### src/hw/rtl/mwa_pkg.sv
// Shared types, constants and helper functions of the masked window average block.
`default_nettype none

package mwa_pkg;

  // Raster size limits.
  localparam int MAX_ROWS = 256;
  localparam int MAX_COLS = 256;
  localparam int STORE_DEPTH = MAX_ROWS * MAX_COLS;
  localparam int ADDR_W = $clog2(STORE_DEPTH);

  // Field widths fixed by the item format.
  localparam int IDX_W = 8;
  localparam int VALUE_W = 32;
  localparam int CFG_IDX_W = 1;
  localparam int CFG_DATA_W = 9;

  // Width that holds an effective dimension and a neighbor index one past the item's index.
  localparam int ROW_DIM_W = $clog2(MAX_ROWS + 1);
  localparam int COL_DIM_W = $clog2(MAX_COLS + 1);
  localparam int DIM_W0 = (ROW_DIM_W > COL_DIM_W) ? ROW_DIM_W : COL_DIM_W;
  localparam int DIM_W = (DIM_W0 > IDX_W + 1) ? DIM_W0 : IDX_W + 1;

  // Window and accumulation widths: up to nine positive values below 2^31.
  localparam int WIN_CELLS = 9;
  localparam int STEP_W = $clog2(WIN_CELLS + 1);
  localparam int CNT_W = $clog2(WIN_CELLS + 1);
  localparam int SUM_W = VALUE_W - 1 + $clog2(WIN_CELLS);
  localparam int QUO_W = VALUE_W;

  // Divider: quotient bits retired per cycle.
  localparam int DIV_RADIX_BITS = 4;
  localparam int DIV_STEPS = QUO_W / DIV_RADIX_BITS;
  localparam int DIV_STEP_W = $clog2(DIV_STEPS);

  // Item function codes.
  localparam logic FUNC_WRITE = 1'b0;
  localparam logic FUNC_QUERY = 1'b1;

  // Configuration register indexes.
  localparam logic [CFG_IDX_W-1:0] REG_ROWS_IN_USE = 1'b0;
  localparam logic [CFG_IDX_W-1:0] REG_COLS_IN_USE = 1'b1;

  // Reset value of both dimension registers.
  localparam logic [CFG_DATA_W-1:0] DIM_RESET = CFG_DATA_W'(256);

  // Sequencer states.
  typedef enum logic [2:0] {
    ST_IDLE,
    ST_READ,
    ST_DIV_START,
    ST_DIV_WAIT,
    ST_FINISH
  } state_t;

  // One stored cell.
  typedef struct packed {
    logic                      missing;
    logic signed [VALUE_W-1:0] value;
  } cell_t;

  // Write request to the cell store.
  typedef struct packed {
    logic              en;
    logic [ADDR_W-1:0] addr;
    cell_t             entry;
  } store_wr_t;

  // Effective raster dimensions.
  typedef struct packed {
    logic [DIM_W-1:0] rows;
    logic [DIM_W-1:0] cols;
  } dims_t;

  // Request to the divider.
  typedef struct packed {
    logic             start;
    logic [SUM_W-1:0] sum;
    logic [CNT_W-1:0] cnt;
  } div_req_t;

  // Status from the divider.
  typedef struct packed {
    logic             busy;
    logic             done;
    logic [QUO_W-1:0] quot;
  } div_sts_t;

  // Linear store address of the cell at (r, c).
  function automatic logic [ADDR_W-1:0] cell_addr(input logic [DIM_W-1:0] r,
                                                  input logic [DIM_W-1:0] c);
    return ADDR_W'(r) * ADDR_W'(MAX_COLS) + ADDR_W'(c);
  endfunction

endpackage

`default_nettype wire

### src/hw/rtl/mwa_div.sv
// Iterative divider of the window sum by the cell count, a few quotient bits per cycle.
`default_nettype none

module mwa_div import mwa_pkg::*; (
  input  wire logic     clk,
  input  wire logic     rst_n,
  input  wire div_req_t req,
  output div_sts_t      sts
);

  logic                  busy_r, busy_nxt;
  logic                  done_r, done_nxt;
  logic [DIV_STEP_W-1:0] step_r, step_nxt;
  logic [CNT_W-1:0]      rem_r, rem_nxt;
  logic [CNT_W-1:0]      cnt_r, cnt_nxt;
  logic [QUO_W-1:0]      quo_r, quo_nxt;
  logic [CNT_W-1:0]      rem_it;
  logic [QUO_W-1:0]      quo_it;

  // Restoring division steps over the next few dividend bits; the remainder stays below the count.
  always_comb begin
    logic [CNT_W:0] part;
    rem_it = rem_r;
    quo_it = quo_r;
    for (int i = 0; i < DIV_RADIX_BITS; i++) begin
      part = {rem_it, quo_it[QUO_W-1]};
      quo_it = {quo_it[QUO_W-2:0], 1'b0};
      if (part >= {1'b0, cnt_r}) begin
        part = part - {1'b0, cnt_r};
        quo_it[0] = 1'b1;
      end
      rem_it = part[CNT_W-1:0];
    end
  end

  // Start, iterate and finish.
  always_comb begin
    busy_nxt = busy_r;
    done_nxt = 1'b0;
    step_nxt = step_r;
    rem_nxt  = rem_r;
    cnt_nxt  = cnt_r;
    quo_nxt  = quo_r;
    if (req.start) begin
      busy_nxt = 1'b1;
      step_nxt = '0;
      rem_nxt  = CNT_W'(req.sum[SUM_W-1:QUO_W]);
      cnt_nxt  = req.cnt;
      quo_nxt  = req.sum[QUO_W-1:0];
    end else if (busy_r) begin
      rem_nxt  = rem_it;
      quo_nxt  = quo_it;
      step_nxt = step_r + 1'b1;
      if (step_r == DIV_STEP_W'(DIV_STEPS - 1)) begin
        busy_nxt = 1'b0;
        done_nxt = 1'b1;
      end
    end
  end

  always_ff @(posedge clk) begin
    if (!rst_n) begin
      busy_r <= 1'b0;
      done_r <= 1'b0;
      step_r <= '0;
    end else begin
      busy_r <= busy_nxt;
      done_r <= done_nxt;
      step_r <= step_nxt;
    end
  end

  // Datapath registers.
  always_ff @(posedge clk) begin
    rem_r <= rem_nxt;
    cnt_r <= cnt_nxt;
    quo_r <= quo_nxt;
  end

  assign sts.busy = busy_r;
  assign sts.done = done_r;
  assign sts.quot = quo_r;

`ifndef ASSERT_OFF
  // A new division never starts over one in flight.
  a_start_idle: assert property (@(posedge clk) disable iff (!rst_n)
    req.start |-> !busy_r)
    else $error("divider started while busy");

  // Completion is a single-cycle pulse that ends the busy period.
  a_done_pulse: assert property (@(posedge clk) disable iff (!rst_n)
    done_r |-> !busy_r ##1 !done_r)
    else $error("divider done is not a clean pulse");
`endif

endmodule

`default_nettype wire

### config.mk
export PLATFORM = sky130hd
export DESIGN_NAME = mwa_div
export DESIGN_NICKNAME = d
export VERILOG_FILES = /design/src/hw/rtl/mwa_pkg.sv /design/src/hw/rtl/mwa_div.sv
export SDC_FILE = /design/constraint.sdc
export NUM_CORES = 1
export LEC_CHECK = 0
export CAP_MARGIN = 20
export CELL_PAD_IN_SITES_DETAIL_PLACEMENT = 1
export CELL_PAD_IN_SITES_GLOBAL_PLACEMENT = 1
export CORE_ASPECT_RATIO = 1.2
export CORE_MARGIN = 2
export CORE_UTILIZATION = 45
export DETAILED_ROUTE_END_ITERATION = 8
export DONT_BUFFER_PORTS = 1
export PLACE_DENSITY = 0.82
export SYNTH_ARGS = -nofsm -noshare
export SYNTH_HDL_FRONTEND = slang
export SYNTH_SLANG_ARGS = --single-unit
export TNS_END_PERCENT = 100
### constraint.sdc
create_clock -name clk -period 14.8 [get_ports clk]
set_input_delay 1.48 -clock clk [delete_from_list [all_inputs] [get_ports clk]]
set_output_delay 1.48 -clock clk [all_outputs]
set_load 0.005 [all_outputs]
# Word-level counts from Yosys, hierarchy flattened
# Cells that the tools add are included.
# W data, S select, Z words.
[totals] elab_cells=38 output_inout_bits=34 register_bits=45 inputBits=42
[op_classes] order_cmp=4 mux=16 eq_ne=1 addsub=5 bitwise_logic=2 reduce_logical=3
[op_table] cell="$mux W32" count=2
[op_table] cell="$ge A5 B4 Y1" count=4
[op_table] cell="$mux W4" count=4
[op_table] cell="$sub A4 B4 Y4" count=4
[op_table] cell="$mux W1" count=8
[op_table] cell="$mux W3" count=2
[op_table] cell="$add A3 B1 Y3 const B" count=1
[op_table] cell="$eq A3 B3 Y1 const B" count=1
[op_table] cell="$reduce_or A3 Y1" count=1
[op_table] cell="$not A1 Y1" count=2
[op_table] cell="$reduce_bool A2 Y1" count=1
[op_table] cell="$reduce_or A2 Y1" count=1

# Logic depth before layout (Yosys ltp)
# Gate-level depths: netlist (run 1).
[depth] depth_word=10 ltp_mapped=28 ltp_nobuf=27

# Worst setup path after synthesis (run 1)
# OpenSTA, ideal clock, no wires.
[synth_timing] kind="register to register" startpoint="register rem_r[2]" endpoint="register rem_r[0], data pin" required_ps=14540 n_path_buf=1 setup_time_ps=260 synth_period_minus_slack_ps=5994 arrival_time_ps=5734 setup_slack_ps=8806 path_stages_with_launch=27 path_cell_list="edfxtp_1 -> ha_1 -> or2_1 -> buf_6 -> a2111o_1 -> o211ai_2 -> mux2_2 -> ha_1 -> nand2_1 -> o21ai_0 -> a21oi_1 -> o21ai_1 -> mux2_2 -> ha_1 -> nand2_1 -> o21ai_0 -> a211oi_1 -> mux2_4 -> mux2i_1 -> ha_1 -> o21ai_0 -> nand2b_1 -> a21o_2 -> a21oi_1 -> o2111ai_4 -> mux2i_1 -> mux2_2"
[synth_between] elab_chain_len=10 elab_cells_between_ends=13 cone_classes="add/sub (3); order compare (4); mux (6)"
[synth_lines] element="from (decl)" line_no="mwa_div.sv:14" text="logic [CNT_W-1:0] rem_r, rem_nxt;"
[synth_lines] element="from (signal assigned)" line_no="mwa_div.sv:75" text="rem_r <= rem_nxt;"
[synth_lines] element="$sub A4 B4 Y4 or $ge A5 B4 Y1 (tied branches)" line_no="mwa_div.sv:29, mwa_div.sv:28"
[synth_lines] element="$mux W4 *" line_no="mwa_div.sv:28" text="if (part >= {1'b0, cnt_r}) begin"
[synth_lines] element="$ge A5 B4 Y1 or $sub A4 B4 Y4 (tied branches)" line_no="mwa_div.sv:28, mwa_div.sv:29"
[synth_lines] element="$mux W4 *" line_no="mwa_div.sv:28"
[synth_lines] element="$sub A4 B4 Y4 or $ge A5 B4 Y1 (tied branches)" line_no="mwa_div.sv:29, mwa_div.sv:28"
[synth_lines] element="$mux W4 *" line_no="mwa_div.sv:28"
[synth_lines] element="$ge A5 B4 Y1 *" line_no="mwa_div.sv:28"
[synth_lines] element="$mux W4 *" line_no="mwa_div.sv:28"
[synth_lines] element="$mux W3 *" line_no="mwa_div.sv:50" text="end else if (busy_r) begin"
[synth_lines] element="$mux W3 *" line_no="mwa_div.sv:44" text="if (req.start) begin"
[synth_lines] element="via rem_nxt[0]" line_no="mwa_div.sv:14"
# The timed path passes the listed nets; every way through them passes the cells marked *. The select of a mux whose other input is x is not followed.
# A chain may end at the register's enable or synchronous reset.

# Worst setup path after layout (run 1)
[layout_timing] startpoint="register cnt_r[1]" endpoint="register rem_r[0], data pin"
[layout_between] elab_chain_len=10 elab_cells_between_ends=13 cone_classes="add/sub (3); order compare (4); mux (6)"
[layout_lines] element="from (decl)" line_no="mwa_div.sv:15" text="logic [CNT_W-1:0] cnt_r, cnt_nxt;"
[layout_lines] element="from (signal assigned)" line_no="mwa_div.sv:76" text="cnt_r <= cnt_nxt;"
[layout_lines] element="$sub A4 B4 Y4 or $ge A5 B4 Y1 (tied branches)" line_no="mwa_div.sv:29, mwa_div.sv:28"
[layout_lines] element="$mux W4" line_no="mwa_div.sv:28"
[layout_lines] element="$sub A4 B4 Y4 or $ge A5 B4 Y1 (tied branches)" line_no="mwa_div.sv:29, mwa_div.sv:28"
[layout_lines] element="$mux W4" line_no="mwa_div.sv:28"
[layout_lines] element="$sub A4 B4 Y4 or $ge A5 B4 Y1 (tied branches)" line_no="mwa_div.sv:29, mwa_div.sv:28"
[layout_lines] element="$mux W4" line_no="mwa_div.sv:28"
[layout_lines] element="$ge A5 B4 Y1 *" line_no="mwa_div.sv:28"
[layout_lines] element="$mux W4 *" line_no="mwa_div.sv:28"
[layout_lines] element="$mux W3 *" line_no="mwa_div.sv:50"
[layout_lines] element="$mux W3 *" line_no="mwa_div.sv:44"
[layout_lines] element="via rem_nxt[0]" line_no="mwa_div.sv:14"
# Marked as above.

==> results.md, run 1 <==
- Vias per cell: 5.73
- Initial core utilization: 0.471
- Crit path kind: reg -> reg
- Hold WC Path Type: reg -> reg
- Power, Total: ~820 uW
- CTS max path bufs: 2
- Clock Skew: 0.00209 ns
- FILL cells: around 600
- RSZ-0062 raised after global routing: no
- Post-CTS setup repair buffer count: 0
- Syn Area/Cell: 13.1 um2
- Worst Max-Slew Pin Slew: about 0.81 ns
- Die ar.: approximately 0.0066 mm2
- Fin. max-slew vios: 0
- DRC Markers: 0
- Clk slew on worst S/H paths: roughly 0.08 ns
- Worst path required time: 14.86 ns
- WL final: 5700 um
- Util after Layout: 0.497
- Area delta synth->final: 5.60%
- Largest net degree at the start of global routing: 47
- R2r worst-path depth: 26
- EDFF count, synth: 39
- Cell taking the most area after synthesis: edfxtp_1
- DR WL/cell: ~20 um
- Clock latency on the worst-skew pair: about 0.3 ns
- Syn Inst Count: 206
- Max H-tree Level: 2
- FP Rows: 30
- Peak VDD IR: 127 uV
- FF-to-FF Start: cnt_r[1]
- Worst EP arrival: 6.87 ns
- Design area: 0.00286 mm2
- CP startpoint kind: register
- Core ar.: about 0.0057 mm2
- Antenna cells: 0
- Critical path fanouts, max: 7
- Placed Area: 0.00275 mm2
- Synth warnings: 0
- Die width: 74.8 um
- Routed via count: 1,633
- Total GRT Usage: 0.181
- DP HPWL: around 4300 um
- Post-route insts no fill: 285
- Share of layout cells above drive strength 1: 0.254
- Clock Root Buffer: clkbuf_8
- R2R Setup Slk: 7.99 ns
- Final count of negative-setup-slack endpoints: 0
- Yosys reg bits: between 40 and 50
- Cells after DPL: ~280
- Initial antenna violation count: 0
- Top_reg_cell synth: edfxtp_1
- Relative slew margins: 0.457
- CTS tree: built
- Total CTS buffers: 5
- Layout Nets: 269
- Yosys cell types: 41
- Fin crit period: 6.81 ns
- Period utilisation layout: 0.460
- Clock Sinks: 45
- Num ports: 76
- Die H: 88.9 um
- Synthesized Nets: 271
- Placer congestion estimate: 0.826
- First-pass GRT wire length: 8830 um
- Port Buffers: 0
- Status: complete, no violations
- Max frequency: 0.147 GHz
- Leading cell type by number of instances after synthesis: edfxtp_1
- Commonest cells in the netlist: edfxtp_1 (39), mux2_2 (36), ha_1 (19), inv_1 (13), mux2i_1 (12)
- GRT Residual Overflow: 0
- Sum Neg Setup Slack: 0 ns
- Crit path from: cnt_r[1]
- Synth async-reset ratio: 0
- CTS resizes: 0
- FF-to-FF End: rem_r[0]
- Pleak: between 0.001 and 0.0015 uW
- Top-area cell type share of the netlist area: 0.433
- Synthesized cell area: 0.00270 mm2
- Post-DRT Antenna Nets: 0
- PD cells: 288 mW/mm2
- Drt first-iter violations: 51
- End of the critical path: rem_r[0]
- Top cells by area, synth: edfxtp_1 (43%), mux2_2 (15%), ha_1 (8.8%), dfxtp_1 (4.4%), mux2i_1 (4.4%)
- Pre-antenna DRT Iters: 4
- Worst setup EP type: register
- Hold Vio Cnt, Final: 0
- Vias in the first global route: between 1,500 and 2,000
- Seq/Total Area, Yosys: 0.478
- Max-Cap Viols: 0
- Hold buffers post-CTS: 0
-- cell type report --
type,instances,area [um2],share of cell area
clock buffer,6,72.6,0.0254
tap,80,100,0.0351
sequential,45,1290,0.452
inverter,13,48.8,0.0171
multi-input combinational,139,1310,0.458
clock inverter,2,35.0,0.0123
-- power by group --
part | switching (uW) | leakage, uW | internal (uW) | total [uW]
Combinational | 285 | 0.000630 | 252 | 537
Clock | 40.6 | 0.0000552 | 50.1 | 90.7
Sequential | 19.6 | 0.000439 | 173 | 193
-- worst max-delay path, cell delays in order (launching register included) --
cell and delay [ns]:
edfxtp_1 0.43, inv_1 0.32, ha_1 0.33, a2111o_1 0.40, o211ai_2 0.17, mux2_2 0.41, ha_1 0.28, nand2_1 0.06
o21ai_0 0.17, a21oi_1 0.08, o21ai_1 0.34, mux2_2 0.45, inv_1 0.08, ha_1 0.23, a21oi_1 0.16, o21ai_0 0.16
a211oi_1 0.23, mux2_4 0.25, mux2i_1 0.37, ha_1 0.32, o21ai_0 0.08, nand2b_1 0.08, a21o_2 0.22, a21oi_1 0.25
o2111ai_4 0.24, mux2i_1 0.17, mux2_2 0.27
-- worst min path at each step --
stage	to	slack, ns	startpoint	depth (start not counted)
floorplan	step_r[1]	0.46	step_r[1]	2
global placement	step_r[1]	0.48	step_r[1]	2
detailed placement	step_r[1]	0.50	step_r[1]	2
CTS	step_r[1]	0.52	step_r[1]	2
global route	step_r[0]	0.56	step_r[0]	2
finish	step_r[2]	0.51	step_r[2]	2
-- kinds of logic (layout without fill, tap and decap cells) --
kind of cell / Yosys count / in the layout / share of synthesized area
multiplexers: 50 / 50 / 0.204
flip-flops: 45 / 45 / 0.478
AND/OR/NAND/NOR: 30 / 30 / 0.0597
AO/OA/AOI/OAI: 29 / 29 / 0.0796
adder cells (fa/ha/maj): 23 / 23 / 0.118
buffers and inverters: 22 / 21 / 0.0389
XOR/XNOR: 7 / 7 / 0.0227
-- routing by layer --
metal,vias up,share of wire,track usage
li1,755,-,-
met1,800,0.36,0.197
met2,65,0.54,0.316
met3,13,0.081,0.0710
met4,0,0.020,0.0698
met5,-,0,0
-- through the flow --
step                      hold slack [ns]  setup slack, ns
after floorplan                     0.465             8.81
after global placement              0.480             8.30
after detailed placement            0.502             8.04
after CTS                           0.521             7.99
after global routing                0.556             7.48
final                               0.508             7.99
-- cell usage in the layout (no fill, tap or decap), drive strengths merged --
| cell | netlist | routed |
|---|---|---|
| a2111o | 1 | 1 |
| mux2i | 12 | 12 |
| nor2 | 7 | 7 |
| inv | 13 | 13 |
| o211ai | 1 | 1 |
| nand3 | 1 | 1 |
| or3 | 1 | 1 |
| bufinv | 0 | 1 |
| o211a | 1 | 1 |
| a211oi | 2 | 2 |
| and2b | 1 | 1 |
| nand4b | 1 | 1 |
| or2 | 2 | 2 |
| o21a | 1 | 1 |
| nand2 | 7 | 7 |
| nand3b | 1 | 1 |
| o31ai | 2 | 2 |
| nand4 | 1 | 1 |
| mux2 | 38 | 38 |
| o2111ai | 1 | 1 |
| a21oi | 8 | 8 |
| clkbuf | 4 | 6 |
| edfxtp | 39 | 39 |
| nand2b | 4 | 4 |
| fa | 4 | 4 |
| xnor2 | 3 | 3 |
| o21ai | 8 | 8 |
| clkinv | 0 | 1 |
| a21o | 4 | 4 |
| nor3 | 1 | 1 |
| nor2b | 2 | 2 |
| or4 | 1 | 1 |
| xor2 | 4 | 4 |
| ha | 19 | 19 |
| dfxtp | 6 | 6 |
-- sequential cells by signal, indices dropped and copies added, names as in the netlist --
name    count
step_r      3
busy_r      1
done_r      1
rem_r       4
cnt_r       4
quo_r      32
Power figures use the tool's default switching activity.
==> run 2, diff against run 1 <==
--- a/config.mk
+++ b/config.mk
@@ -13,7 +13,7 @@
 export CORE_UTILIZATION = 45
 export DETAILED_ROUTE_END_ITERATION = 8
 export DONT_BUFFER_PORTS = 1
-export PLACE_DENSITY = 0.82
+export PLACE_DENSITY = 0.85
 export SYNTH_ARGS = -nofsm -noshare
 export SYNTH_HDL_FRONTEND = slang
 export SYNTH_SLANG_ARGS = --single-unit
==> constraint.sdc (replaced) <==
create_clock -name clk -period 5.8 [get_ports clk]
set_input_delay 0.58 -clock clk [delete_from_list [all_inputs] [get_ports clk]]
set_output_delay 0.58 -clock clk [all_outputs]
set_load 0.005 [all_outputs]
==> run 2 against run 1 <==
Effect of this change:
- the flow now finishes with violations (negative setup slack)
- largest cell class unchanged
- non-clock buffer count is 41 higher
- critical path type unchanged
- flip-flop and latch count did not move
- core utilization increased by 9.3 points
- sequential share of layout area fell by 7.1 points
- clock skew rose by 0.00068 ns
- hold slack got worse by 0.14 ns
- first-iteration DRC count rose by 24%
- global-route usage increased by 5.4 points
- setup slack got worse by 8.1 ns
- via count grew 14%
- die area did not move
- count of clock-buffer cells in the layout shrank 1
==> results.md, run 2 (same netlist as run 1, synthesis figures left out) <==
- CP startpoint kind: register
- Worst Max-Slew Pin Slew: roughly 0.82 ns
- Drt first-iter violations: 63
- Relative slew margins: 0.453
- Max-Cap Viols: 0
- DP HPWL: approximately 4700 um
- Fin. max-slew vios: 0
- Total CTS buffers: 5
- Placer congestion estimate: 0.901
- Setup slack after layout: -0.0594 ns
- DRC Markers: 0
- GRT Residual Overflow: 0
- Max reg flops: 32
- Hold WC Path Type: in -> reg
- Initial antenna violation count: 0
- Num ports: 76
- Critical path fanouts, max: 4
- Layout Nets: between 300 and 400
- Antenna cells: 0
- Worst path required time: 5.85 ns
- Fin crit period: 5.86 ns
- Hold Vio Cnt, Final: 0
- Vias in the first global route: between 2,000 and 2,500
- Crit path kind: reg -> reg
- FP Rows: 30
- Regs by FF count: quo_r (32), cnt_r (4), rem_r (4)
- Die ar.: 0.00665 mm2
- Largest net degree at the start of global routing: between 40 and 50
- Final count of negative-setup-slack endpoints: 4
- DR WL/cell: 25.2 um
- Pre-antenna DRT Iters: 4
- First-pass GRT wire length: 11,100 um
- Total GRT Usage: 0.235
- Status: finished, violations left
- RSZ-0062 raised after global routing: yes
- Most frequent cells in the layout: edfxtp_1 (39), buf_4 (39), mux2_2 (32)
- Clock Sinks: 45
- Clock latency on the worst-skew pair: around 0.3 ns
- Area delta synth->final: 25.4%
- CTS max path bufs: 2
- Clk slew on worst S/H paths: approximately 0.09 ns
- Post-DRT Antenna Nets: 0
- Initial core utilization: 0.471
- Routed via count: 1,854
- FILL cells: between 500 and 600
- Biggest register: quo_r
- Area occupied by multi-input gates: 0.00155 mm2
- Die H: 88.9 um
- Max frequency: 0.171 GHz
- Vias per cell: about 5.7
- Die width: 74.8 um
- Worst EP arrival: 5.91 ns
- Hold buffers post-CTS: 0
- Clock Skew: 0.00277 ns
- Share of layout cells above drive strength 1: 0.490
- Violated checks: negative setup slack
- Port Buffers: 0
- Worst setup EP type: register
- Max H-tree Level: 2
- WL final: about 8200 um
- Clock Root Buffer: clkbuf_8
- CTS tree: built
- Core ar.: 0.00574 mm2
- Period utilisation layout: 1.01
- FF+latch area: 0.00129 mm2
- Place WS: -0.220 ns
## run 2: cell count changes in the layout (fill, tap and decap cells not counted), sizes merged
| cell | before | now |
|---|---|---|
| clkbuf | 6 | 5 |
| clkinvlp | 0 | 1 |
| buf | 0 | 41 |
| bufinv | 1 | 0 |
## run 2: critical path, stage by stage (launching register included)
cell	delay (ns)
edfxtp_1	0.45
inv_1	0.17
ha_4	0.23
a2111o_1	0.47
o211ai_2	0.12
mux2_4	0.37
ha_4	0.27
a21oi_4	0.15
o21ai_2	0.09
a21oi_2	0.24
o21ai_4	0.13
mux2_4	0.35
ha_4	0.28
nand2_1	0.10
o21ai_4	0.20
nor2_1	0.09
mux2_4	0.31
mux2i_4	0.21
ha_4	0.25
o21ai_2	0.06
nand2b_1	0.08
a21o_2	0.21
a21oi_4	0.17
o2111ai_4	0.17
mux2i_1	0.15
mux2_4	0.27
## run 2: final timing paths
check	end	start	cells past startpoint	slack, ns
worst max register to register	rem_r[0]	cnt_r[1]	25	-0.06
worst max-delay path	rem_r[0]	cnt_r[1]	25	-0.06
worst min-delay path	rem_r[3]	req[39]	1	0.37
worst min register to register	step_r[2]	step_r[2]	2	0.51
## run 2: layout make-up
| class | count | area share |
|---|---|---|
| Inverter | 13 | 0.0151 |
| Clock inverter | 2 | 0.00332 |
| Clock buffer | 5 | 0.0203 |
| Tap cell | 80 | 0.0295 |
| Sequential cell | 45 | 0.381 |
| Multi-Input combinational cell | 139 | 0.458 |
| Timing Repair Buffer | 41 | 0.0930 |
## run 2: metrics by stage
stage               instances   util  setup TNS [ns]  area [um2]  hold WS [ns]
CTS                       315  0.548               0        3150         0.338
floorplan                 206      -               0        2720         0.465
global placement          301  0.513               0        2950         0.477
detailed placement        301  0.513          -0.928        2950         0.493
global route              325  0.590          -0.953        3390         0.348
finish                    325  0.590          -0.133        3390         0.371
## run 2: metal layers
metal | wire [um] | up-vias | GRT usage
met1 | 3140 | 914 | 0.255
met4 | 371 | 0 | 0.102
li1 | - | 842 | -
met2 | 4300 | 75 | 0.431
met5 | 0 | - | 0
met3 | 387 | 23 | 0.0541
## run 2: what timing repair did
item,in CTS,in global routing
setup buffers,7,10
pin swaps,6,12
endpoints found under the setup margin,5,5
gates resized for setup,11,29
Power of run 2 is not shown: default switching activity piles up to over one toggle a cycle in this logic, so the estimate is an artifact.
