## config.mk

```make
export PLATFORM = sky130hd
export DESIGN_NAME = mwa_ctrl_flat
export DESIGN_NICKNAME = d
export VERILOG_FILES = /design/src/hw/rtl/mwa_pkg.sv /design/src/hw/rtl/mwa_if.sv /design/src/hw/rtl/mwa_ctrl.sv /design/src/flat_wrapper.sv
export SDC_FILE = /design/constraint.sdc
export NUM_CORES = 1
export LEC_CHECK = 0
export BUFFER_PORTS_ARGS = -buffer_cell sky130_fd_sc_hd__buf_2
export CORE_MARGIN = 2
export CORE_UTILIZATION = 35
export CTS_CLUSTER_SIZE = 25
export DETAILED_ROUTE_END_ITERATION = 6
export PLACE_DENSITY = 0.67
export SETUP_SLACK_MARGIN = 0.2
export SLEW_MARGIN = 20
export SYNTH_ARGS = -nofsm -noshare
export SYNTH_HDL_FRONTEND = slang
export SYNTH_SLANG_ARGS = --single-unit
```

## constraint.sdc

```tcl
create_clock -name clk -period 5 [get_ports clk]
set_input_delay 0.5 -clock clk [delete_from_list [all_inputs] [get_ports clk]]
set_output_delay 0.5 -clock clk [all_outputs]
set_load 0.05 [all_outputs]
```

## src/hw/rtl/mwa_pkg.sv

```systemverilog
// Shared types, constants and helper functions of the masked window average block.
`default_nettype none

package mwa_pkg;

  // Raster size limits.
  localparam int MAX_ROWS = 256;
  localparam int MAX_COLS = 256;
  localparam int STORE_DEPTH = MAX_ROWS * MAX_COLS;
  localparam int ADDR_W = $clog2(STORE_DEPTH);

  // Field widths fixed by the item format.
  localparam int IDX_W = 8;
  localparam int VALUE_W = 32;
  localparam int CFG_IDX_W = 1;
  localparam int CFG_DATA_W = 9;

  // Width that holds an effective dimension and a neighbor index one past the item's index.
  localparam int ROW_DIM_W = $clog2(MAX_ROWS + 1);
  localparam int COL_DIM_W = $clog2(MAX_COLS + 1);
  localparam int DIM_W0 = (ROW_DIM_W > COL_DIM_W) ? ROW_DIM_W : COL_DIM_W;
  localparam int DIM_W = (DIM_W0 > IDX_W + 1) ? DIM_W0 : IDX_W + 1;

  // Window and accumulation widths: up to nine positive values below 2^31.
  localparam int WIN_CELLS = 9;
  localparam int STEP_W = $clog2(WIN_CELLS + 1);
  localparam int CNT_W = $clog2(WIN_CELLS + 1);
  localparam int SUM_W = VALUE_W - 1 + $clog2(WIN_CELLS);
  localparam int QUO_W = VALUE_W;

  // Divider: quotient bits retired per cycle.
  localparam int DIV_RADIX_BITS = 4;
  localparam int DIV_STEPS = QUO_W / DIV_RADIX_BITS;
  localparam int DIV_STEP_W = $clog2(DIV_STEPS);

  // Item function codes.
  localparam logic FUNC_WRITE = 1'b0;
  localparam logic FUNC_QUERY = 1'b1;

  // Configuration register indexes.
  localparam logic [CFG_IDX_W-1:0] REG_ROWS_IN_USE = 1'b0;
  localparam logic [CFG_IDX_W-1:0] REG_COLS_IN_USE = 1'b1;

  // Reset value of both dimension registers.
  localparam logic [CFG_DATA_W-1:0] DIM_RESET = CFG_DATA_W'(256);

  // Sequencer states.
  typedef enum logic [2:0] {
    ST_IDLE,
    ST_READ,
    ST_DIV_START,
    ST_DIV_WAIT,
    ST_FINISH
  } state_t;

  // One stored cell.
  typedef struct packed {
    logic                      missing;
    logic signed [VALUE_W-1:0] value;
  } cell_t;

  // Write request to the cell store.
  typedef struct packed {
    logic              en;
    logic [ADDR_W-1:0] addr;
    cell_t             entry;
  } store_wr_t;

  // Effective raster dimensions.
  typedef struct packed {
    logic [DIM_W-1:0] rows;
    logic [DIM_W-1:0] cols;
  } dims_t;

  // Request to the divider.
  typedef struct packed {
    logic             start;
    logic [SUM_W-1:0] sum;
    logic [CNT_W-1:0] cnt;
  } div_req_t;

  // Status from the divider.
  typedef struct packed {
    logic             busy;
    logic             done;
    logic [QUO_W-1:0] quot;
  } div_sts_t;

  // Linear store address of the cell at (r, c).
  function automatic logic [ADDR_W-1:0] cell_addr(input logic [DIM_W-1:0] r,
                                                  input logic [DIM_W-1:0] c);
    return ADDR_W'(r) * ADDR_W'(MAX_COLS) + ADDR_W'(c);
  endfunction

endpackage

`default_nettype wire

```

## src/hw/rtl/mwa_if.sv

```systemverilog
// Channel interfaces of the masked window average block: input, result and configuration.
`default_nettype none

// Input item channel.
interface mwa_in_if import mwa_pkg::*; ();
  logic                      valid;
  logic                      ready;
  logic                      func;
  logic [IDX_W-1:0]          row;
  logic [IDX_W-1:0]          col;
  logic signed [VALUE_W-1:0] cell_value;
  logic                      is_missing;
  logic                      include_center;

  modport source (output valid, func, row, col, cell_value, is_missing, include_center,
                  input ready);
  modport sink (input valid, func, row, col, cell_value, is_missing, include_center,
                output ready);
endinterface

// Result item channel.
interface mwa_out_if import mwa_pkg::*; ();
  logic                      valid;
  logic                      ready;
  logic signed [VALUE_W-1:0] average;
  logic                      range_error;

  modport source (output valid, average, range_error, input ready);
  modport sink (input valid, average, range_error, output ready);
endinterface


`default_nettype wire

```

## src/hw/rtl/mwa_ctrl.sv

```systemverilog
// Sequencer: window reads, qualification and accumulation, divider control and result register.
`default_nettype none

module mwa_ctrl import mwa_pkg::*; (
  input  wire logic     clk,
  input  wire logic     rst_n,
  mwa_in_if.sink        in_ch,
  mwa_out_if.source     out_ch,
  input  wire dims_t    dims,
  output store_wr_t     st_wr,
  output logic [ADDR_W-1:0] st_rd_addr,
  input  wire cell_t    st_rd_data,
  output div_req_t      div_req,
  input  wire div_sts_t div_sts
);

  state_t                    state_r, state_nxt;
  logic [STEP_W-1:0]         step_r, step_nxt;
  logic [IDX_W-1:0]          row_r, row_nxt;
  logic [IDX_W-1:0]          col_r, col_nxt;
  logic                      ctr_r, ctr_nxt;
  logic                      take_d_r, take_d_nxt;
  logic [SUM_W-1:0]          sum_r, sum_nxt;
  logic [CNT_W-1:0]          cnt_r, cnt_nxt;
  logic signed [VALUE_W-1:0] res_avg_r, res_avg_nxt;
  logic                      res_err_r, res_err_nxt;
  logic                      out_valid_r, out_valid_nxt;
  logic signed [VALUE_W-1:0] out_avg_r, out_avg_nxt;
  logic                      out_err_r, out_err_nxt;

  logic             in_xfer;
  logic             in_rng_ok;
  logic             up_sel, dn_sel, lf_sel, rt_sel, ctr_sel;
  logic             nbr_ok, take_now, qual;
  logic [DIM_W-1:0] row_ext, col_ext, nrow, ncol;

  assign in_ch.ready = (state_r == ST_IDLE);
  assign in_xfer = in_ch.valid && in_ch.ready;
  assign in_rng_ok = (DIM_W'(in_ch.row) < dims.rows) && (DIM_W'(in_ch.col) < dims.cols);

  // Cell writes go straight to the store in the transfer cycle.
  always_comb begin
    st_wr.en = in_xfer && (in_ch.func == FUNC_WRITE) && in_rng_ok;
    st_wr.addr = cell_addr(DIM_W'(in_ch.row), DIM_W'(in_ch.col));
    st_wr.entry.missing = in_ch.is_missing;
    st_wr.entry.value = in_ch.cell_value;
  end

  // Window position of the current step: row-major from upper left.
  always_comb begin
    up_sel  = (step_r < STEP_W'(3));
    dn_sel  = (step_r >= STEP_W'(6)) && (step_r < STEP_W'(WIN_CELLS));
    lf_sel  = (step_r == STEP_W'(0)) || (step_r == STEP_W'(3)) || (step_r == STEP_W'(6));
    rt_sel  = (step_r == STEP_W'(2)) || (step_r == STEP_W'(5)) || (step_r == STEP_W'(8));
    ctr_sel = (step_r == STEP_W'(4));
    row_ext = DIM_W'(row_r);
    col_ext = DIM_W'(col_r);
    nrow = up_sel ? row_ext - 1'b1 : (dn_sel ? row_ext + 1'b1 : row_ext);
    ncol = lf_sel ? col_ext - 1'b1 : (rt_sel ? col_ext + 1'b1 : col_ext);
    nbr_ok = (!up_sel || (row_r != '0)) &&
             (!dn_sel || (row_ext + 1'b1 < dims.rows)) &&
             (!lf_sel || (col_r != '0)) &&
             (!rt_sel || (col_ext + 1'b1 < dims.cols)) &&
             (!ctr_sel || ctr_r);
    take_now = (state_r == ST_READ) && (step_r < STEP_W'(WIN_CELLS)) && nbr_ok;
    st_rd_addr = cell_addr(nrow, ncol);
  end

  // A read cell counts when present, not missing and strictly positive.
  assign qual = take_d_r && !st_rd_data.missing && !st_rd_data.value[VALUE_W-1] &&
                (st_rd_data.value != '0);

  // Next state and datapath updates.
  always_comb begin
    state_nxt     = state_r;
    step_nxt      = step_r;
    row_nxt       = row_r;
    col_nxt       = col_r;
    ctr_nxt       = ctr_r;
    take_d_nxt    = 1'b0;
    sum_nxt       = sum_r;
    cnt_nxt       = cnt_r;
    res_avg_nxt   = res_avg_r;
    res_err_nxt   = res_err_r;
    out_valid_nxt = out_valid_r;
    out_avg_nxt   = out_avg_r;
    out_err_nxt   = out_err_r;
    div_req.start = 1'b0;
    div_req.sum   = sum_r;
    div_req.cnt   = cnt_r;

    // The result register empties on an output transfer.
    if (out_valid_r && out_ch.ready) begin
      out_valid_nxt = 1'b0;
    end

    unique case (state_r)
      ST_IDLE: begin
        if (in_xfer && (in_ch.func == FUNC_QUERY)) begin
          row_nxt = in_ch.row;
          col_nxt = in_ch.col;
          ctr_nxt = in_ch.include_center;
          step_nxt = '0;
          sum_nxt = '0;
          cnt_nxt = '0;
          if (in_rng_ok) begin
            res_err_nxt = 1'b0;
            state_nxt = ST_READ;
          end else begin
            res_avg_nxt = '0;
            res_err_nxt = 1'b1;
            state_nxt = ST_FINISH;
          end
        end
      end
      ST_READ: begin
        take_d_nxt = take_now;
        if (qual) begin
          sum_nxt = sum_r + SUM_W'(st_rd_data.value[VALUE_W-2:0]);
          cnt_nxt = cnt_r + 1'b1;
        end
        if (step_r == STEP_W'(WIN_CELLS)) begin
          state_nxt = ST_DIV_START;
        end else begin
          step_nxt = step_r + 1'b1;
        end
      end
      ST_DIV_START: begin
        if (cnt_r == '0) begin
          res_avg_nxt = '0;
          state_nxt = ST_FINISH;
        end else begin
          div_req.start = 1'b1;
          state_nxt = ST_DIV_WAIT;
        end
      end
      ST_DIV_WAIT: begin
        if (div_sts.done) begin
          res_avg_nxt = div_sts.quot;
          state_nxt = ST_FINISH;
        end
      end
      ST_FINISH: begin
        if (!out_valid_r || out_ch.ready) begin
          out_valid_nxt = 1'b1;
          out_avg_nxt = res_avg_r;
          out_err_nxt = res_err_r;
          state_nxt = ST_IDLE;
        end
      end
      default: begin
        state_nxt = ST_IDLE;
      end
    endcase
  end

  // Control registers.
  always_ff @(posedge clk) begin
    if (!rst_n) begin
      state_r     <= ST_IDLE;
      step_r      <= '0;
      take_d_r    <= 1'b0;
      cnt_r       <= '0;
      out_valid_r <= 1'b0;
    end else begin
      state_r     <= state_nxt;
      step_r      <= step_nxt;
      take_d_r    <= take_d_nxt;
      cnt_r       <= cnt_nxt;
      out_valid_r <= out_valid_nxt;
    end
  end

  // Payload registers.
  always_ff @(posedge clk) begin
    row_r     <= row_nxt;
    col_r     <= col_nxt;
    ctr_r     <= ctr_nxt;
    sum_r     <= sum_nxt;
    res_avg_r <= res_avg_nxt;
    res_err_r <= res_err_nxt;
    out_avg_r <= out_avg_nxt;
    out_err_r <= out_err_nxt;
  end

  assign out_ch.valid = out_valid_r;
  assign out_ch.average = out_avg_r;
  assign out_ch.range_error = out_err_r;

`ifndef ASSERT_OFF
  // The store is written only between queries.
  a_wr_idle: assert property (@(posedge clk) disable iff (!rst_n)
    st_wr.en |-> (state_r == ST_IDLE))
    else $error("cell write outside idle");

  // The count never exceeds the window size.
  a_cnt_max: assert property (@(posedge clk) disable iff (!rst_n)
    cnt_r <= CNT_W'(WIN_CELLS))
    else $error("cell count above window size");

  // The divider is only ever asked to divide by a nonzero count, and only when free.
  a_div_cnt: assert property (@(posedge clk) disable iff (!rst_n)
    div_req.start |-> (div_req.cnt != '0) && !div_sts.busy)
    else $error("divider started with zero count or while busy");
`endif

endmodule

`default_nettype wire

```

## src/flat_wrapper.sv

```systemverilog
// flat-port wrapper written by rule: the top's interface ports become plain ports
module mwa_ctrl_flat import mwa_pkg::*;
  (clk, rst_n, dims, st_wr, st_rd_addr, st_rd_data, div_req, div_sts, in_ch_valid, in_ch_func, in_ch_row, in_ch_col, in_ch_cell_value, in_ch_is_missing, in_ch_include_center, in_ch_ready, out_ch_valid, out_ch_average, out_ch_range_error, out_ch_ready);
  mwa_in_if in_ch_i ();
  mwa_out_if out_ch_i ();
  input  wire logic clk;
  input  wire logic rst_n;
  input  wire dims_t dims;
  output store_wr_t st_wr;
  output logic [ADDR_W-1:0] st_rd_addr;
  input  wire cell_t st_rd_data;
  output div_req_t div_req;
  input  wire div_sts_t div_sts;
  input wire logic [$bits(in_ch_i.valid)-1:0] in_ch_valid;
  input wire logic [$bits(in_ch_i.func)-1:0] in_ch_func;
  input wire logic [$bits(in_ch_i.row)-1:0] in_ch_row;
  input wire logic [$bits(in_ch_i.col)-1:0] in_ch_col;
  input wire logic [$bits(in_ch_i.cell_value)-1:0] in_ch_cell_value;
  input wire logic [$bits(in_ch_i.is_missing)-1:0] in_ch_is_missing;
  input wire logic [$bits(in_ch_i.include_center)-1:0] in_ch_include_center;
  output wire logic [$bits(in_ch_i.ready)-1:0] in_ch_ready;
  output wire logic [$bits(out_ch_i.valid)-1:0] out_ch_valid;
  output wire logic [$bits(out_ch_i.average)-1:0] out_ch_average;
  output wire logic [$bits(out_ch_i.range_error)-1:0] out_ch_range_error;
  input wire logic [$bits(out_ch_i.ready)-1:0] out_ch_ready;
  assign in_ch_i.valid = in_ch_valid;
  assign in_ch_i.func = in_ch_func;
  assign in_ch_i.row = in_ch_row;
  assign in_ch_i.col = in_ch_col;
  assign in_ch_i.cell_value = in_ch_cell_value;
  assign in_ch_i.is_missing = in_ch_is_missing;
  assign in_ch_i.include_center = in_ch_include_center;
  assign in_ch_ready = in_ch_i.ready;
  assign out_ch_valid = out_ch_i.valid;
  assign out_ch_average = out_ch_i.average;
  assign out_ch_range_error = out_ch_i.range_error;
  assign out_ch_i.ready = out_ch_ready;
  mwa_ctrl u_core (.clk(clk), .rst_n(rst_n), .in_ch(in_ch_i), .out_ch(out_ch_i), .dims(dims), .st_wr(st_wr), .st_rd_addr(st_rd_addr), .st_rd_data(st_rd_data), .div_req(div_req), .div_sts(div_sts));
endmodule
```

# Word level (Yosys, flattened, before mapping)
# Cells that the tools add are included.
# word_totals
regBits	131
inputBits	140
out_inout_bits	141
wordCells	128
# classes
add_sub_neg	9
magnitude_cmp	7
n_eq_ne	19
n_mux	30
bitwise	1
reduce_logical	49
# ops
op	count
$mux W32	4
$pmux W32 S3	1
$mux W35	2
$pmux W35 S2	1
$add A35 B31 Y35	1
$reduce_bool A32 Y1	1
$add A8 B1 Y9 const B	2
$lt A8 B9 Y1	2
$lt A9 B9 Y1	2
$mux W3	6
$mux W9	2
$add A16 B8 Y16	1
$add A16 B9 Y16	1
$logic_and A1 B1 Y1	16
$mux W8	2
$pmux W4 S2	2
$reduce_bool A8 Y1	2
$pmux W3 S5	1
$eq A4 B3 Y1 const B	3
$mux W4	3
$logic_or A1 B1 Y1	10
$ne A2 B2 Y1 const B	5
$sub A8 B1 Y9 const B	1
$add A4 B1 Y4 const B	2
21 further kinds	42

# Depth between registers and ports, before layout
# Gate-level depths: netlist of the first run.
# depth
word_depth	9
mapped_depth	12
ltp_nobuf	12

# Worst setup path before layout of the first run
# Ideal clock, no wire load.
# synth_path
path_type	register to register
from	register u_core.cnt_r[0]
to	register u_core.res_avg_r[0], enable pin
setup_time_ns	0.626
t_arrival_ns	4.677
required_time_ns	4.374
slack_ns	-0.303
stages_incl_launch_ff	6
n_path_buf	0
period_less_slack_ns	5.303
cell_sequence	dfxtp_1 > inv_1 > ha_1 > a2111oi_0 > nor3_1 > a21boi_0
# synth_between
elab_chain_len	3
# synth_lines
element	line_no	text
start: declaration	mwa_ctrl.sv:24	logic [CNT_W-1:0] cnt_r, cnt_nxt;
start signal: assignment	mwa_ctrl.sv:169	cnt_r <= cnt_nxt;
$logic_not A4 Y1	mwa_ctrl.sv:129	if (cnt_r == '0) begin
$ne A2 B1 Y1 (no line)	--	
$reduce_and A5 Y1 (no line)	--	
end signal: assignment	mwa_ctrl.sv:180	res_avg_r <= res_avg_nxt;
end: declaration	mwa_ctrl.sv:25	logic signed [VALUE_W-1:0] res_avg_r, res_avg_nxt;
# Every way passes these cells.
# A chain may end at the register's enable or synchronous reset.

# Worst setup path in the final report of the first run
# layout_path
from	register u_core.step_r[0]
to	output port st_rd_addr[12]
# layout_between
elab_chain_len	6
word_cells_on_any_way	19
classes_between	1 x add/sub; 3 x order compare; 5 x eq/ne; 4 x mux; 6 x reduce/logical
# layout_lines
element	line_no	text
start: declaration	mwa_ctrl.sv:18	logic [STEP_W-1:0] step_r, step_nxt;
start signal: assignment	mwa_ctrl.sv:167	step_r <= step_nxt;
branches (longest 5 deep; another with $ge A4 B3 Y1)	--	
$add A16 B9 Y16 (*)	mwa_pkg.sv:92	return ADDR_W'(r) * ADDR_W'(MAX_COLS) + ADDR_W'(c);
end: declaration	flat_wrapper.sv:10	output logic [ADDR_W-1:0] st_rd_addr;
# Every way passes the cells marked *.

==> qor.csv, run 1 <==
stage,metric,value,unit
run_status,status,"complete, no violations",
synth,top_reg_cell synth,edfxtp_1,
pwr,internal power,0.00218,W
place,Placer Congestion,0.892,
route,Vias,7033,
pwr,maximum vdd drop,0.191,mV
sta,final setup fails,0,
pwr,power share of the combinational group,0.221,
worst_setup_path,worst path bufs/invs,2,
worst_setup_path,startpoint class of the critical path,flop,
synth,Post-synth top cells,"118 x edfxtp_1, 76 x ha_1, 65 x nand2_1, 56 x a21oi_1, 56 x nor2_1",
sta,min cycle time layout,4140,ps
layout,area grow syn2layout,18.8,%
worst_hold_path,worst hold path class,primary input to flop,
global_routing,first-pass GRT wire length,35000,µm
synth,post-synth cell types,70,
synth,yosys warns,0,
die,full die area,26300,µm²
pwr,sw frac,0.335,
die,Rows,57,
die,Initial Utilization,0.358,
worst_setup_path,max incr delay on CP,670,ps
clock_network,Post-CTS Resized,0,
pwr,clock network fraction of design power,0.378,
sta,Final Hold Fails,0,
worst_setup_path,WP data arrival,3640,ps
global_routing,largest net degree at the start of global routing,34,
layout,fin nets,1249,
synth,area share of the largest cell type after synthesis,0.405,
pwr,Pwr Density,315,nW/µm²
clock_network,CTS Buf Count,17,
pwr,P_leak,4.39,nW
route,final antenna-violating net count,0,
worst_setup_path,CP Cell Sequence,inv_1 -> ha_1 -> nor3_1 -> nor3_1 -> nand2_1 -> nor3_1 -> a21o_1 -> ha_1 -> ha_1 -> nand2_1 -> nor2_1 -> xnor2_1 -> buf_2,
worst_setup_path,WP data required,4500,ps
clock_network,"Setup Fix Bufs, Post-CTS",0,
clock_network,"Clk Latency, worst-skew pair",420,ps
worst_setup_path,Worst Path Max Fanout,9,
route,Detailed Routing Iterations Pass 1,5,
route,post-route DRC violation count,0,
synth,cell count after synthesis,870,
sta,slew at the pin with the worst max-slew slack,926,ps
global_routing,GRT Resource Usage Total,0.168,
route,DRT iter0 DRCs,410,
route,final WL,22100,µm
synth,top post-synthesis cells by area,"edfxtp_1 40%, ha_1 11%, buf_4 4.4%",
job,max_cap viols,0,
sta,Layout Skew,9.19,ps
place,Final HPWL DP,17100,µm
sta,Final Max Slew Viols,0,
die,Die Ht,162,µm
pwr,Power Total,0.00328,W
sta,Slew HR,0.381,
sta,setup tns final,0,ps
die,core area,24500,µm²
worst_setup_path,Setup CP Type,flop to primary output,
die,IO Count,281,
clock_network,Clock transition at path regs,70,ps
clock_network,clock tree buffer depth,2,
worst_setup_path,crit end category,primary output,
synth,Async SR Flop Fraction,0,
global_routing,initial antenna violation count,1,
global_routing,GRT Residual Overflow,0,
global_routing,vias in the first global route,6917,
place,# port buffers,213,
clock_network,H-tree lvl count,4,
die,Die W,162,µm
clock_network,CTS Hold Buffers Added,0,
clock_network,TritonCTS clock tree,done,
synth,number of synthesized flops with an enable pin,118,
synth,Mean Syn Cell Area,10.1,µm²
route,via/cell ratio,5.14,
route,Routed wire per std cell,16.1,µm
clock_network,# clock sinks,131,
sta,RSZ-0062 raised after global routing,no,
synth,syn_nets,1087,
layout,share of layout cells above drive strength 1,0.256,
synth,sequential area share after synthesis,0.435,
worst_setup_path,crit path max-delay cell type,nor3_1,
pwr,Switch Pwr,0.00110,W
clock_network,clk root buf,clkbuf_16,
synth,top cell type by total area after synthesis,edfxtp_1,
worst_setup_path,"delay-heaviest family, CP",simple AND/OR/NAND/NOR gates,
layout,Antenna Diode Count,0,
sta,maximum clock rate,242,MHz
synth,"count leader, synth",edfxtp_1,
synth,cell area after synthesis,8750,µm²
synth,synthesis-stage register bit count,131,
pwr,sequential power share,0.401,
sta,crit share post-route,0.828,
## state kept, by name (all words and copies together) (netlist names)
register	count
u_core.step_r	4
u_core.out_ch.valid	1
u_core.res_err_r	1
u_core.row_r	8
u_core.out_ch.range_error	1
u_core.cnt_r	4
u_core.ctr_r	1
u_core.col_r	8
u_core.res_avg_r	32
u_core.sum_r	35
u_core.state_r	3
u_core.take_d_r	1
u_core.out_ch.average	32
## metrics by stage
| stage | utilization | cells | area (µm²) | worst slack, ps | hold slack, ps |
|---|---|---|---|---|---|
| 5_1_grt | 0.425 | 1369 | 10400 | 452 | 238 |
| 6_report | 0.425 | 1369 | 10400 | 859 | 258 |
| 4_1_cts | 0.424 | 1368 | 10400 | 827 | 239 |
| 3_5_place_dp | 0.400 | 1336 | 9780 | 1280 | 405 |
| 3_3_place_gp | 0.400 | 1336 | 9780 | 1410 | 401 |
| 2_1_floorplan | - | 870 | 8750 | 525 | 400 |
## worst reg2reg max path, delay by kind of cell, from the launching register on
kind,cells,cell delay [ps]
buffers and inverters,1,440
AO/OA/AOI/OAI,1,170
flip-flops,1,400
AND/OR/NAND/NOR,4,1800
## layout make-up
type                            count  area [µm²]
Fill cell                        2374       14100
Multi-Input combinational cell    627        4330
Sequential cell                   131        3800
Timing Repair Buffer              219        1130
Clock buffer                       17         425
Tap cell                          324         405
Clock inverter                     15         165
Inverter                           36         135
## metal layers
metal | vias to the layer above | share of wire | track usage
met4 | 2 | 0.027 | 0.0684
met1 | 3285 | 0.42 | 0.205
met2 | 221 | 0.50 | 0.289
li1 | 3483 | - | -
met5 | - | 0.00050 | 0
met3 | 42 | 0.054 | 0.0360
## placed cells by master, fill, tap and decap left out, types with 22 or more instances in the layout
| master | count |
|---|---|
| nand2_1 | 65 |
| nand3_1 | 28 |
| a21oi_1 | 56 |
| edfxtp_1 | 118 |
| nor2_1 | 56 |
| o21ai_0 | 29 |
| nor3_1 | 29 |
| inv_1 | 36 |
| ha_1 | 76 |
| buf_2 | 213 |
| xnor2_1 | 29 |
| and2_1 | 37 |
| xor2_1 | 22 |
## cell families (layout without fill, tap and decap cells)
kind of cell,count (synthesis),in the layout,share of synthesized area
fa+ha+maj,77,77,0.111
buf+inv,112,287,0.0728
compound gates,187,187,0.142
simple gates,306,306,0.182
flops,131,131,0.435
xor+xnor,51,51,0.0510
mux,6,6,0.00701
## power by group through the flow
stage	clock, W	combinational, W	sequential [W]
after floorplan	0	0.000506	0.00142
final	0.00124	0.000723	0.00131
after global routing	0.00132	0.000790	0.00132
after detailed placement	0	0.000715	0.00134
after global placement	0	0.000706	0.00134
after CTS	0.00128	0.000718	0.00132
## worst paths after layout
check	start	endpoint	slack, ps	cells past startpoint
hold / removal	in_ch_include_center	u_core.ctr_r	260	1
hold reg to reg	u_core.res_avg_r[11]	u_core.out_ch.average[11]	420	0
setup reg to reg	u_core.state_r[0]	u_core.cnt_r[1]	2110	6
setup / recovery	u_core.step_r[0]	st_rd_addr[12]	860	13
(Power assumes the default switching activity.)
==> run 2: changes to the inputs <==
==> constraint.sdc (replaced) <==
create_clock -name clk -period 4.31 [get_ports clk]
set_input_delay 0.431 -clock clk [delete_from_list [all_inputs] [get_ports clk]]
set_output_delay 0.431 -clock clk [all_outputs]
set_load 0.05 [all_outputs]
==> run 2 against run 1 <==
  * Global-route usage decreased by 0.23 points
  * Sequential power rose by 17%
  * Non-clock buffer count did not move
  * Hold slack got worse by 50 ps
  * First-iteration DRC count decreased by 13%
  * Clock power up 19%
  * Die area unchanged
  * Worst setup slack worse by 310 ps
  * Design area down 0.11%
  * Highest routed layer is now met4
==> qor.csv, run 2 (same netlist as run 1, synthesis figures left out) <==
stage,metric,value,unit
run_status,status,"complete, no violations",
die,full die area,26300,µm²
pwr,maximum vdd drop,0.206,mV
global_routing,first-pass GRT wire length,34500,µm
pwr,P_leak,4.38,nW
worst_setup_path,WP data arrival,3330,ps
clock_network,H-tree lvl count,4,
sta,Layout Skew,10.6,ps
sta,WHS,208,ps
worst_setup_path,Worst Path Max Fanout,6,
sta,RSZ-0062 raised after global routing,no,
layout,Biggest register,u_core.sum_r,
die,core area,24500,µm²
sta,final setup fails,0,
sta,setup tns final,0,ps
route,final WL,22100,µm
place,# port buffers,213,
sta,slew at the pin with the worst max-slew slack,753,ps
global_routing,vias in the first global route,6661,
global_routing,largest net degree at the start of global routing,34,
layout,fin nets,1249,
layout,post-route insts no fill,1369,
route,Vias,7075,
worst_setup_path,WP data required,3880,ps
place,Final HPWL DP,17200,µm
global_routing,GRT Resource Usage Total,0.166,
worst_setup_path,startpoint class of the critical path,flop,
layout,share of layout cells above drive strength 1,0.257,
pwr,Pwr Density,370,nW/µm²
clock_network,TritonCTS clock tree,done,
die,Die Ht,162,µm
route,post-route DRC violation count,0,
worst_setup_path,crit end category,primary output,
sta,min cycle time layout,3760,ps
clock_network,"Clk Latency, worst-skew pair",420,ps
layout,area grow syn2layout,18.6,%
route,DRT iter0 DRCs,357,
place,total placed cells including tap cells,1337,
layout,max FFs per register,35,
sta,maximum clock rate,266,MHz
worst_hold_path,worst hold path class,primary input to flop,
sta,Final Hold Fails,0,
clock_network,clk root buf,clkbuf_16,
job,max_cap viols,0,
clock_network,CTS Buf Count,17,
layout,Antenna Diode Count,0,
route,via/cell ratio,5.17,
clock_network,"Setup Fix Bufs, Post-CTS",0,
global_routing,initial antenna violation count,0,
global_routing,GRT Residual Overflow,0,
clock_network,Clock transition at path regs,60,ps
sta,crit share post-route,0.873,
layout,"commonest cells after routing, fill and taps aside","213 x buf_2, 118 x edfxtp_1, 76 x ha_1",
pwr,Power Total,0.00384,W
layout,Final Util,0.424,
die,Die W,162,µm
sta,Slew HR,0.497,
die,Initial Utilization,0.358,
clock_network,clock tree buffer depth,2,
layout,"commonest non-fill, non-tap cell in the layout",buf_2,
die,IO Count,281,
clock_network,# clock sinks,131,
route,Detailed Routing Iterations Pass 1,5,
route,final antenna-violating net count,0,
die,Rows,57,
worst_setup_path,r2r setup slk,1480,ps
route,Routed wire per std cell,16.2,µm
place,Placer Congestion,0.891,
sta,Final Max Slew Viols,0,
worst_setup_path,Setup CP Type,flop to primary output,
[run 2: path summary, 6_finish.rpt]
check	startpoint	end	cells after the start
setup / recovery	u_core.step_r[0]	st_rd_addr[12]	12
hold / removal	in_ch_include_center	u_core.ctr_r	1
setup reg to reg	u_core.row_r[1]	u_core.take_d_r	10
hold reg to reg	u_core.res_avg_r[27]	u_core.out_ch.average[27]	0
[run 2: timing repair]
| action | 4_1_cts | 5_1_grt |
|---|---|---|
| setup endpoints to repair | 0 | 6 |
| hold buffers | 0 | 0 |
| gates resized for setup | 0 | 1 |
[run 2: report_power, final]
part / switching [W] / total [W] / internal (W) / leakage, nW
Combinational: 0.000565 / 0.000831 / 0.000267 / 2.91
Sequential: 0.0000470 / 0.00153 / 0.00148 / 1.18
Clock: 0.000613 / 0.00148 / 0.000870 / 0.292
[run 2: critical path: stages, from the launching register on]
cell and delay, ps:
dfxtp_1 360, inv_1 110, ha_1 300, mux2i_1 110
o21ai_0 450, nor2b_1 390, a21o_1 180, ha_1 220
ha_1 230, nand2_1 60, nor2_1 120, xnor2_1 120
buf_2 280
[run 2: cell type report]
| cell class | count | area, µm² |
|---|---|---|
| Timing Repair Buffer | 219 | 1110 |
| Inverter | 36 | 135 |
| Clock inverter | 15 | 171 |
| Clock buffer | 17 | 425 |
| Multi-Input combinational cell | 627 | 4330 |
| Fill cell | 2365 | 14100 |
| Sequential cell | 131 | 3800 |
| Tap cell | 324 | 405 |
[run 2: metrics by stage]
step | instance area [µm²] | setup WS [ps]
floorplan | 8760 | 819
finish | 10400 | 549
global route | 10400 | 226
CTS | 10400 | 264
global placement | 9780 | 805
detailed placement | 9780 | 707
[run 2: per-layer routing]
metal,part of all wire,global-route usage,up-vias
li1,-,-,3475
met1,0.43,0.207,3358
met3,0.052,0.0324,31
met4,0.020,0.0551,0
met5,0,0,-
met2,0.50,0.288,211
